File: src/rtl/pixel_subsample_format_converter_defines.svh
// Assertion macros shared by the pixel converter RTL.
`ifndef PIXEL_SUBSAMPLE_FORMAT_CONVERTER_DEFINES_SVH
`define PIXEL_SUBSAMPLE_FORMAT_CONVERTER_DEFINES_SVH

// Same-cycle implication, checked at each rising clock edge outside reset.
`define PSFC_ASSERT_NOW(label, clk, rst, ante, cons) \
   label: assert property (@(posedge clk) disable iff (rst) (ante) |-> (cons)) \
      else $error("pixel converter check failed");

// Next-cycle implication.
`define PSFC_ASSERT_NEXT(label, clk, rst, ante, cons) \
   label: assert property (@(posedge clk) disable iff (rst) (ante) |=> (cons)) \
      else $error("pixel converter check failed");

`endif

File: src/rtl/psfc_pkg.sv
// Package with types and constants for the pixel subsample format converter.
`timescale 1ns / 1ps
package psfc_pkg;

   // Fixed widths of the pixel fields
   localparam int CoordWidth = 16;
   localparam int ChanWidth  = 8;
   localparam int WordWidth  = 32;

   // Restoring divider: one quotient bit per stage
   localparam int DivStages = CoordWidth;

   // Luminance weights
   localparam logic [7:0] LumaRed   = 8'd77;
   localparam logic [7:0] LumaGreen = 8'd150;
   localparam logic [7:0] LumaBlue  = 8'd29;
   localparam logic [7:0] ChanFull  = 8'hFF;

   // Configuration register indexes
   typedef enum logic [2:0] {
      CSR_REGION_X      = 3'd0,
      CSR_REGION_Y      = 3'd1,
      CSR_REGION_WIDTH  = 3'd2,
      CSR_REGION_HEIGHT = 3'd3,
      CSR_SAMPLE_FACTOR = 3'd4,
      CSR_SOURCE_FORMAT = 3'd5,
      CSR_DEST_FORMAT   = 3'd6,
      CSR_OPTION_FLAGS  = 3'd7
   } csr_index_type;

   typedef enum logic [1:0] {
      SRC_BILEVEL = 2'd0,
      SRC_GRAY8   = 2'd1,
      SRC_RGB8    = 2'd2,
      SRC_RGBA    = 2'd3
   } src_format_type;

   typedef enum logic [1:0] {
      DST_RGBA8888 = 2'd0,
      DST_RGB565   = 2'd1,
      DST_ALPHA8   = 2'd2
   } dst_format_type;

   // Option flag bit positions
   localparam int OptSwapBit     = 0;
   localparam int OptMinWhiteBit = 1;
   localparam int OptMsbFirstBit = 2;

   typedef struct packed {
      logic [ChanWidth-1:0] red;
      logic [ChanWidth-1:0] green;
      logic [ChanWidth-1:0] blue;
      logic [ChanWidth-1:0] alpha;
   } pixel_type;

   // Pixel and range flag that ride alongside the divider
   typedef struct packed {
      logic      in_range;
      pixel_type pix;
   } carry_type;

   // Result of the front stage
   typedef struct packed {
      logic [CoordWidth-1:0] off_x;
      logic [CoordWidth-1:0] off_y;
      carry_type             carry;
   } front_type;

endpackage

File: src/rtl/psfc_front.sv
// Front stage: region offsets, range check and expansion to r,g,b,a.
`timescale 1ns / 1ps
module psfc_front (
   input  logic                             clock,
   input  logic                             en,
   input  logic [psfc_pkg::CoordWidth-1:0]  src_col,
   input  logic [psfc_pkg::CoordWidth-1:0]  src_row,
   input  psfc_pkg::pixel_type              chan_in,
   input  logic [psfc_pkg::CoordWidth-1:0]  region_x,
   input  logic [psfc_pkg::CoordWidth-1:0]  region_y,
   input  logic [psfc_pkg::CoordWidth-1:0]  region_width,
   input  logic [psfc_pkg::CoordWidth-1:0]  region_height,
   input  psfc_pkg::src_format_type         source_format,
   input  logic                             alpha8,
   input  logic [2:0]                       option_flags,
   output psfc_pkg::front_type              front_ff
);
   import psfc_pkg::*;

   front_type             front_in;
   logic [CoordWidth:0]   diff_x;
   logic [CoordWidth:0]   diff_y;
   logic [2:0]            bit_sel;
   logic                  bit_one;
   logic                  black;
   logic                  min_white;
   logic [ChanWidth-1:0]  gray;
   logic [15:0]           luma_sum;

   always_comb begin
      // offsets with borrow as sign
      diff_x = {1'b0, src_col} - {1'b0, region_x};
      diff_y = {1'b0, src_row} - {1'b0, region_y};
      min_white = option_flags[OptMinWhiteBit];

      // bilevel bit pick
      bit_sel = src_col[2:0];
      if (option_flags[OptMsbFirstBit]) begin
         bit_one = chan_in.red[3'd7 - bit_sel];
      end else begin
         bit_one = chan_in.red[bit_sel];
      end
      black = min_white ? bit_one : !bit_one;

      gray = min_white ? (ChanFull - chan_in.red) : chan_in.red;

      // luminance on the unswapped channels
      luma_sum = 16'(chan_in.red) * 16'(LumaRed) + 16'(chan_in.green) * 16'(LumaGreen)
               + 16'(chan_in.blue) * 16'(LumaBlue);

      front_in.off_x = diff_x[CoordWidth-1:0];
      front_in.off_y = diff_y[CoordWidth-1:0];
      front_in.carry.in_range = !diff_x[CoordWidth] && !diff_y[CoordWidth]
                              && (diff_x[CoordWidth-1:0] < region_width)
                              && (diff_y[CoordWidth-1:0] < region_height);

      unique case (source_format)
         SRC_BILEVEL: begin
            if (alpha8) begin
               front_in.carry.pix = '{red: '0, green: '0, blue: '0,
                                      alpha: black ? ChanFull : '0};
            end else if (black) begin
               front_in.carry.pix = '{red: '0, green: '0, blue: '0, alpha: ChanFull};
            end else begin
               front_in.carry.pix = '{red: ChanFull, green: ChanFull, blue: ChanFull,
                                      alpha: ChanFull};
            end
         end
         SRC_GRAY8: begin
            front_in.carry.pix = '{red: gray, green: gray, blue: gray,
                                   alpha: alpha8 ? gray : ChanFull};
         end
         SRC_RGB8: begin
            front_in.carry.pix = '{red: chan_in.red, green: chan_in.green,
                                   blue: chan_in.blue,
                                   alpha: alpha8 ? luma_sum[15:8] : ChanFull};
         end
         SRC_RGBA: begin
            front_in.carry.pix = chan_in;
         end
         default: begin
            front_in.carry.pix = chan_in;
         end
      endcase
   end

   always_ff @(posedge clock) begin
      if (en) begin
         front_ff <= front_in;
      end
   end

endmodule

File: src/rtl/psfc_div_stage.sv
// One restoring division step: develops one quotient bit per stage.
`timescale 1ns / 1ps
module psfc_div_stage (
   input  logic                             clock,
   input  logic                             en,
   input  logic [psfc_pkg::CoordWidth-1:0]  divisor,
   input  logic [psfc_pkg::CoordWidth-1:0]  rem_prev,
   input  logic [psfc_pkg::CoordWidth-1:0]  work_prev,
   output logic [psfc_pkg::CoordWidth-1:0]  rem_ff,
   output logic [psfc_pkg::CoordWidth-1:0]  work_ff
);
   import psfc_pkg::*;

   logic [CoordWidth:0]   trial;
   logic [CoordWidth:0]   diff;
   logic                  fits;
   logic [CoordWidth-1:0] rem_in;
   logic [CoordWidth-1:0] work_in;

   // shift in next dividend bit, subtract if it fits
   always_comb begin
      trial   = {rem_prev, work_prev[CoordWidth-1]};
      diff    = trial - {1'b0, divisor};
      fits    = trial >= {1'b0, divisor};
      rem_in  = fits ? diff[CoordWidth-1:0] : trial[CoordWidth-1:0];
      work_in = {work_prev[CoordWidth-2:0], fits};
   end

   always_ff @(posedge clock) begin
      if (en) begin
         rem_ff  <= rem_in;
         work_ff <= work_in;
      end
   end

endmodule

File: src/rtl/psfc_pack.sv
// Output stage: keep decision, red/blue swap and destination packing.
`timescale 1ns / 1ps
module psfc_pack #(
   parameter int COORD_BITS = 16
) (
   input  logic                             clock,
   input  logic                             en,
   input  psfc_pkg::carry_type              carry,
   input  logic [psfc_pkg::CoordWidth-1:0]  rem_col,
   input  logic [psfc_pkg::CoordWidth-1:0]  quo_col,
   input  logic [psfc_pkg::CoordWidth-1:0]  rem_row,
   input  logic [psfc_pkg::CoordWidth-1:0]  quo_row,
   input  logic [1:0]                       dest_format,
   input  logic                             swap_rb,
   output logic                             keep_ff,
   output logic [psfc_pkg::CoordWidth-1:0]  dst_col_ff,
   output logic [psfc_pkg::CoordWidth-1:0]  dst_row_ff,
   output logic [psfc_pkg::WordWidth-1:0]   pixel_word_ff
);
   import psfc_pkg::*;

   localparam int QuoBits = (COORD_BITS < CoordWidth) ? COORD_BITS : CoordWidth;

   logic                  keep_in;
   logic [CoordWidth-1:0] dst_col_in;
   logic [CoordWidth-1:0] dst_row_in;
   logic [WordWidth-1:0]  pixel_word_in;
   logic [ChanWidth-1:0]  red;
   logic [ChanWidth-1:0]  blue;
   logic [WordWidth-1:0]  word;

   always_comb begin
      red  = swap_rb ? carry.pix.blue : carry.pix.red;
      blue = swap_rb ? carry.pix.red  : carry.pix.blue;

      unique case (dest_format)
         DST_ALPHA8:   word = WordWidth'(carry.pix.alpha);
         DST_RGB565:   word = WordWidth'({red[7:3], carry.pix.green[7:2], blue[7:3]});
         DST_RGBA8888: word = {carry.pix.alpha, blue, carry.pix.green, red};
         default:      word = {carry.pix.alpha, blue, carry.pix.green, red};
      endcase

      // on the grid only when both remainders are zero
      keep_in = carry.in_range && (rem_col == '0) && (rem_row == '0);

      if (keep_in) begin
         dst_col_in    = CoordWidth'(quo_col[QuoBits-1:0]);
         dst_row_in    = CoordWidth'(quo_row[QuoBits-1:0]);
         pixel_word_in = word;
      end else begin
         dst_col_in    = '0;
         dst_row_in    = '0;
         pixel_word_in = '0;
      end
   end

   always_ff @(posedge clock) begin
      if (en) begin
         keep_ff       <= keep_in;
         dst_col_ff    <= dst_col_in;
         dst_row_ff    <= dst_row_in;
         pixel_word_ff <= pixel_word_in;
      end
   end

endmodule

File: src/rtl/pixel_subsample_format_converter.sv
// Top level of the pixel subsample format converter.
`timescale 1ns / 1ps
// Crops, decimates and converts one pixel per clock while rsp is not stalled.
// Each accepted beat goes through a front stage (region offsets, range check,
// expansion to r,g,b,a), sixteen restoring-division stages that each develop
// one quotient bit of offset / sample_factor for both axes, and an output
// stage that decides keep and packs RGBA8888, RGB565 or ALPHA8. Throughput is
// one beat per cycle while rsp_tready is high. Bubbles close up when rsp
// stalls. Every accepted beat gives one rsp beat; rejected pixels come out
// with keep low and all data zero. The user must write configuration through
// the csr port only while no beat is in flight; the block does not enforce
// this. csr_ready is always high.
`include "pixel_subsample_format_converter_defines.svh"
module pixel_subsample_format_converter #(
   parameter int COORD_BITS = 16
) (
   input  logic        clock,
   input  logic        reset,
   // req_tdata: src_col[15:0], src_row[31:16], chan_red[39:32],
   //            chan_green[47:40], chan_blue[55:48], chan_alpha[63:56]
   input  logic        req_tvalid,
   output logic        req_tready,
   input  logic [63:0] req_tdata,
   // rsp_tdata: dst_col[15:0], dst_row[31:16], pixel_word[63:32]
   // rsp_tuser: keep
   output logic        rsp_tvalid,
   input  logic        rsp_tready,
   output logic [63:0] rsp_tdata,
   output logic        rsp_tuser,
   input  logic        csr_valid,
   output logic        csr_ready,
   input  logic [2:0]  csr_index,
   input  logic [15:0] csr_data
);
   import psfc_pkg::*;

   localparam int NumStages = DivStages + 2;

   // configuration registers
   logic [CoordWidth-1:0] region_x_ff;
   logic [CoordWidth-1:0] region_y_ff;
   logic [CoordWidth-1:0] region_width_ff;
   logic [CoordWidth-1:0] region_height_ff;
   logic [CoordWidth-1:0] sample_factor_ff;
   src_format_type        source_format_ff;
   logic [1:0]            dest_format_ff;
   logic [2:0]            option_flags_ff;

   logic [CoordWidth-1:0] divisor;
   logic [NumStages-1:0]  valid_ff;
   logic [NumStages-1:0]  valid_in;
   logic [NumStages-1:0]  en;
   pixel_type             chan_in;
   front_type             front_ff;
   carry_type             carry_ff [DivStages];
   logic [CoordWidth-1:0] rem_x  [DivStages];
   logic [CoordWidth-1:0] work_x [DivStages];
   logic [CoordWidth-1:0] rem_y  [DivStages];
   logic [CoordWidth-1:0] work_y [DivStages];
   logic                  keep_ff;
   logic [CoordWidth-1:0] dst_col_ff;
   logic [CoordWidth-1:0] dst_row_ff;
   logic [WordWidth-1:0]  pixel_word_ff;

   assign csr_ready = 1'b1;

   // configuration write
   always_ff @(posedge clock) begin
      if (reset) begin
         region_x_ff      <= '0;
         region_y_ff      <= '0;
         region_width_ff  <= CoordWidth'(1);
         region_height_ff <= CoordWidth'(1);
         sample_factor_ff <= CoordWidth'(1);
         source_format_ff <= SRC_RGBA;
         dest_format_ff   <= DST_RGBA8888;
         option_flags_ff  <= '0;
      end else if (csr_valid && csr_ready) begin
         unique case (csr_index)
            CSR_REGION_X:      region_x_ff      <= csr_data;
            CSR_REGION_Y:      region_y_ff      <= csr_data;
            CSR_REGION_WIDTH:  region_width_ff  <= csr_data;
            CSR_REGION_HEIGHT: region_height_ff <= csr_data;
            CSR_SAMPLE_FACTOR: sample_factor_ff <= csr_data;
            CSR_SOURCE_FORMAT: source_format_ff <= src_format_type'(csr_data[1:0]);
            CSR_DEST_FORMAT:   dest_format_ff   <= csr_data[1:0];
            CSR_OPTION_FLAGS:  option_flags_ff  <= csr_data[2:0];
            default: ;
         endcase
      end
   end

   // a zero sample factor acts as one
   assign divisor = (sample_factor_ff == '0) ? CoordWidth'(1) : sample_factor_ff;

   // stage k moves when rsp_tready is high or it or some later stage has a hole
   always_comb begin
      for (int k = 0; k < NumStages; k++) begin
         en[k] = rsp_tready || (|((~valid_ff) >> k));
      end
      valid_in[0] = req_tvalid;
      for (int k = 1; k < NumStages; k++) begin
         valid_in[k] = valid_ff[k-1];
      end
   end

   always_ff @(posedge clock) begin
      if (reset) begin
         valid_ff <= '0;
      end else begin
         for (int k = 0; k < NumStages; k++) begin
            if (en[k]) begin
               valid_ff[k] <= valid_in[k];
            end
         end
      end
   end

   assign req_tready = en[0];
   assign rsp_tvalid = valid_ff[NumStages-1];

   assign chan_in = '{red: req_tdata[39:32], green: req_tdata[47:40],
                      blue: req_tdata[55:48], alpha: req_tdata[63:56]};

   psfc_front u_front (
      .clock         (clock),
      .en            (en[0]),
      .src_col       (req_tdata[15:0]),
      .src_row       (req_tdata[31:16]),
      .chan_in       (chan_in),
      .region_x      (region_x_ff),
      .region_y      (region_y_ff),
      .region_width  (region_width_ff),
      .region_height (region_height_ff),
      .source_format (source_format_ff),
      .alpha8        (dest_format_ff == DST_ALPHA8),
      .option_flags  (option_flags_ff),
      .front_ff      (front_ff)
   );

   // divider pipeline, both axes side by side
   for (genvar s = 0; s < DivStages; s++) begin : g_div
      if (s == 0) begin : g_first
         psfc_div_stage u_div_x (
            .clock (clock), .en (en[1]), .divisor (divisor),
            .rem_prev ('0), .work_prev (front_ff.off_x),
            .rem_ff (rem_x[0]), .work_ff (work_x[0])
         );
         psfc_div_stage u_div_y (
            .clock (clock), .en (en[1]), .divisor (divisor),
            .rem_prev ('0), .work_prev (front_ff.off_y),
            .rem_ff (rem_y[0]), .work_ff (work_y[0])
         );
         always_ff @(posedge clock) begin
            if (en[1]) begin
               carry_ff[0] <= front_ff.carry;
            end
         end
      end else begin : g_next
         psfc_div_stage u_div_x (
            .clock (clock), .en (en[s+1]), .divisor (divisor),
            .rem_prev (rem_x[s-1]), .work_prev (work_x[s-1]),
            .rem_ff (rem_x[s]), .work_ff (work_x[s])
         );
         psfc_div_stage u_div_y (
            .clock (clock), .en (en[s+1]), .divisor (divisor),
            .rem_prev (rem_y[s-1]), .work_prev (work_y[s-1]),
            .rem_ff (rem_y[s]), .work_ff (work_y[s])
         );
         always_ff @(posedge clock) begin
            if (en[s+1]) begin
               carry_ff[s] <= carry_ff[s-1];
            end
         end
      end
   end

   psfc_pack #(
      .COORD_BITS (COORD_BITS)
   ) u_pack (
      .clock         (clock),
      .en            (en[NumStages-1]),
      .carry         (carry_ff[DivStages-1]),
      .rem_col       (rem_x[DivStages-1]),
      .quo_col       (work_x[DivStages-1]),
      .rem_row       (rem_y[DivStages-1]),
      .quo_row       (work_y[DivStages-1]),
      .dest_format   (dest_format_ff),
      .swap_rb       (option_flags_ff[OptSwapBit]),
      .keep_ff       (keep_ff),
      .dst_col_ff    (dst_col_ff),
      .dst_row_ff    (dst_row_ff),
      .pixel_word_ff (pixel_word_ff)
   );

   assign rsp_tdata = {pixel_word_ff, dst_row_ff, dst_col_ff};
   assign rsp_tuser = keep_ff;

   // checks
   `PSFC_ASSERT_NOW(a_reject_zero, clock, reset, rsp_tvalid && !rsp_tuser,
      rsp_tdata == 64'd0)
   `PSFC_ASSERT_NOW(a_alpha8_narrow, clock, reset,
      rsp_tvalid && (dest_format_ff == DST_ALPHA8), rsp_tdata[63:40] == 24'd0)
   `PSFC_ASSERT_NOW(a_open_when_drained, clock, reset, !valid_ff[NumStages-1],
      req_tready)
   `PSFC_ASSERT_NEXT(a_stall_holds_keep, clock, reset, rsp_tvalid && !rsp_tready,
      rsp_tvalid && $stable(keep_ff))

endmodule
File: config.mk
export PLATFORM = sky130hd
export DESIGN_NAME = pixel_subsample_format_converter
export DESIGN_NICKNAME = d
export VERILOG_FILES = /design/src/rtl/psfc_pkg.sv /design/src/rtl/psfc_front.sv /design/src/rtl/psfc_div_stage.sv /design/src/rtl/psfc_pack.sv /design/src/rtl/pixel_subsample_format_converter.sv
export VERILOG_INCLUDE_DIRS = /design/src /design/src/rtl
export SDC_FILE = /design/constraint.sdc
export NUM_CORES = 2
export LEC_CHECK = 0
export BUFFER_PORTS_ARGS = -buffer_cell sky130_fd_sc_hd__clkbuf_2
export CORE_MARGIN = 2
export CORE_UTILIZATION = 35
export CTS_BUF_LIST = sky130_fd_sc_hd__clkbuf_4 sky130_fd_sc_hd__clkbuf_8
export DETAILED_ROUTE_END_ITERATION = 8
export PLACE_DENSITY_LB_ADDON = 0.15
export SETUP_SLACK_MARGIN = 0.02
export SYNTH_ARGS = -nofsm -noshare
export SYNTH_HDL_FRONTEND = slang
export SYNTH_SLANG_ARGS = --single-unit
File: constraint.sdc
create_clock -name clock -period 8.4 [get_ports clock]
set_clock_uncertainty 0.2 [all_clocks]
set_input_delay 0.84 -clock clock [delete_from_list [all_inputs] [get_ports clock]]
set_output_delay 0.84 -clock clock [all_outputs]
set_load 0.02 [all_outputs]
==> run summary <==
Synth unique cells: 94
Ys async rst share: 0%
# DRC: 0
Die Span Y: 508.5 um
Worst Hold Class: input port to flip-flop
CP Capture Type: flip-flop
Ys flop type: edfxtp_1
DR vias/cell: 4.997
Area Growth Syn to Fin: 12.49%
Final wirelength: 199.3 mm
Core area: 0.2537 mm2
Nets: 8,090
Reg clk slew, reported paths: 0.06 ns
F_max: 0.1440 GHz
GRT Residual Overflow: 0
Synth warnings: 0
Full die area: 0.2585 mm2
Kind of critical path: input port to flip-flop
Fin crit period: 6.945 ns
Deepest clock path buffer count: 4
Cell depth of the worst hold path: 3
Final HPWL DP: 142.7 mm
Area contributors post-synth: edfxtp_1, ha_1, mux2_2, a21oi_1, dfxtp_1
Crit start category: input port
Yosys reg bits: 1,787
End of the critical path: u_front.front_ff[5]$_DFFE_PP_
Worst EP required: 8.83 ns
VDD IR max: 0.2640 mV
Post-synthesis cell area: 0.08907 mm2
Max incr delay on CP: 0.55 ns
Status: completed
Top cell type's share of synthesized area: 56.70%
Final worst setup slack: 1.455 ns
Root buf cell: clkbuf_8
Hold_buf cts: 5
Slowest-stage cell, CP: fa_1
First-pass GRT wire length: 312.0 mm
Clock H-tree levels: 5
RR Endpoint: g_div[3].g_next.u_div_x.rem_ff[11]$_DFFE_PP_
Pre-CTS WS: 0.6036 ns
Fin Setup TNS: 0 ns
PD cells: 378.4 mW/mm2
IO Pins: 156
Vias in the first global route: 55,170
Total power: 37.92 mW
Initial antenna violation count: 5
Final Setup Violations: 0
Via count: 54,350
Initial DRC count: 2,947
Slew Limit Fails: 0
Maxcap violations: 0
Starting Density: 35.11%
Leakage: 37.80 nW
CTS tree: built
Worst EP arrival: 7.37 ns
Worst reg2reg setup slack: 2.24 ns
Cell Chain, Critical Path: clkbuf_2 -> ha_1 -> ha_1 -> inv_1 -> fa_1 -> fa_1 -> inv_1 -> ha_1 -> xnor2_1 -> fa_1 -> fa_1 -> inv_1 -> fa_1 -> fa_1 -> inv_1 -> ha_1 -> a21oi_1 -> o21ai_0 -> a31oi_1 -> o21ai_0 -> a21oi_1 -> nor2b_1 -> nor4_1 -> o31ai_1
Drt pass-1 iters: 7
Setup bufs post-CTS: 0
Tcrit/Tclk final: 82.68%
Worst-Skew Late Latency: 0.90 ns
Num CTS Buffers: 314
Biggest area consumer among synthesized cells: edfxtp_1
Endpoints failing hold: 0
Die Width: 508.5 um
Crit path max fanout: 5
Syn avg cell area: 12.94 um2
RD Place Congestion: 0.8806
Post-CTS sizing: 0
RSZ-0062 raised after global routing: no
Share of cells above drive strength 1: 14.69%
Post-Synthesis Net Count: 7,693
Seq/Total Area, Yosys: 59.06%
Clock Sinks: 1,787
Routed wire per std cell: 18.33 um
Number of I/O port buffers: 154
Worst slew margin: 19.22%
CP most frequent cell: fa_1
Row cnt: 185
Mapped Cells: 6,886
Worst slew pin tran: 1.209 ns
Worst reg2reg path depth: 14
Crit path from: req_tdata[44]
EDFF count, synth: 1,682
Total GRT Usage: 15.16%
Antenna Nets Post-Route: 0
Pin count of the biggest net entering global routing: 67
Launch point of the worst reg-to-reg path: sample_factor_ff[2]$_SDFFE_PP0P_
power by group:
part | leakage (nW) | switching, mW | internal, mW
clock network | 3.27 | 3.48 | 4.52
registers | 18.3 | 1.15 | 13.1
logic | 16.3 | 8.40 | 7.30
critical path, delay by kind of cell:
family,cells,cell delay [ns]
adder cells (fa/ha/maj),10,4.30
AND/OR/NAND/NOR,2,0.24
XOR/XNOR,1,0.25
AO/OA/AOI/OAI,6,1.39
buffers and inverters,5,0.34
synthesized netlist by cell type, types with 29 or more instances:
cell         n
clkbuf_1    94
nor3_1      87
a21boi_0    38
nand3_1    104
edfxtp_1  1682
xor2_1     111
fa_1        87
nor2_1     431
o21a_1     115
o31ai_1     46
nor4_1      35
o21ai_0    335
inv_1      402
or3_1       31
ha_1       632
nand4_1     78
o211ai_1    29
dfxtp_1    105
nor2b_1    105
a21o_1     105
a31oi_1     36
nand2_1    457
xnor2_1    229
a21oi_1    515
a211oi_1    57
mux2_2     252
mux2i_1     66
and3_1      96
nand2b_1    74
cell type report:
class	count	area, um2
Inverter	405	1535
Sequential cell	1787	52610
Tap cell	3366	4212
Antenna cell	5	12.51
Clock inverter	114	938.4
Timing Repair Buffer	221	1289
Clock buffer	426	5269
Fill cell	23930	153500
Multi-Input combinational cell	4554	34330
worst min-delay path by stage:
| stage | startpoint | endpoint | slack [ns] |
|---|---|---|---|
| 3_3_place_gp | carry_ff[1][176]$_DFFE_PP_ | carry_ff[1][209]$_DFFE_PP_ | 0.20 |
| 4_1_cts | csr_data[11] | region_y_ff[11]$_SDFFE_PP0P_ | 0.01 |
| 2_1_floorplan | u_front.front_ff[0]$_DFFE_PP_ | carry_ff[0][0]$_DFFE_PP_ | 0.20 |
| 5_1_grt | csr_data[10] | region_y_ff[10]$_SDFFE_PP0P_ | 0.03 |
| 6_report | csr_data[11] | region_y_ff[11]$_SDFFE_PP0P_ | 0.12 |
| 3_5_place_dp | carry_ff[0][72]$_DFFE_PP_ | carry_ff[0][105]$_DFFE_PP_ | 0.20 |
sequential cells by signal (all words and copies together) (netlist names):
| name | cells |
|---|---|
| region_width_ff | 16 |
| g_div.g_first.u_div_x.rem_ff | 16 |
| g_div.g_next.u_div_y.rem_ff | 240 |
| u_pack.dst_row_ff | 16 |
| g_div.g_first.u_div_x.work_ff | 16 |
| valid_ff | 18 |
| dest_format_ff | 2 |
| u_pack.pixel_word_ff | 32 |
| region_height_ff | 16 |
| option_flags_ff | 3 |
| g_div.g_first.u_div_y.rem_ff | 16 |
| u_pack.dst_col_ff | 16 |
| source_format_ff | 2 |
| carry_ff | 528 |
| g_div.g_next.u_div_x.work_ff | 240 |
| u_front.front_ff | 65 |
| g_div.g_first.u_div_y.work_ff | 16 |
| g_div.g_next.u_div_x.rem_ff | 240 |
| u_pack.keep_ff | 1 |
| region_y_ff | 16 |
| region_x_ff | 16 |
| sample_factor_ff | 16 |
| g_div.g_next.u_div_y.work_ff | 240 |
metal layers:
| metal | track usage [%] | routed length, um | share of wire (%) | up-vias |
|---|---|---|---|---|
| met3 | 2.337 | 7466 | 3.7 | 373 |
| met2 | 24.52 | 91840 | 46 | 1085 |
| met5 | 0 | 13 | 0.0065 | - |
| met4 | 4.555 | 5425 | 2.7 | 2 |
| met1 | 20.96 | 94600 | 47 | 26130 |
| li1 | - | - | - | 26760 |
placed cells by master, fill, tap and decap left out, drive strengths merged, types with 78 or more instances in the layout:
master and instances:
xor2 111, clkbuf 579, a21o 113, dfxtp 105, ha 632, o21ai 355
nand2 457, and3 96, inv 410, xnor2 229, nor2b 105, edfxtp 1682
clkinv 85, fa 87, nand4 78, nand3 104, mux2 283, a21oi 515
nor3 88, o21a 115, nor2 435
cell families (layout without fill, tap and decap cells):
| kind of cell | Yosys count | count (layout) | synth area share [%] |
|---|---|---|---|
| adder cells (fa/ha/maj) | 719 | 719 | 10.83 |
| AND/OR/NAND/NOR | 1594 | 1594 | 8.578 |
| buffers and inverters | 545 | 1166 | 2.516 |
| flip-flops | 1787 | 1787 | 59.06 |
| multiplexers | 354 | 354 | 4.530 |
| XOR/XNOR | 340 | 340 | 3.343 |
| AO/OA/AOI/OAI | 1546 | 1546 | 11.13 |
| other | 1 | 6 | 0.004210 |
per-stage QoR:
stage	area, um2	util (%)	std cells	hold slack (ns)
after global routing	100200	39.50	10880	0.03236
after CTS	100200	39.49	10870	0.01362
final	100200	39.50	10880	0.1194
after floorplan	89070	-	6886	0.2003
after detailed placement	93930	37.03	10330	0.2045
after global placement	93930	37.03	10330	0.2002
(Power assumes the default switching activity.)
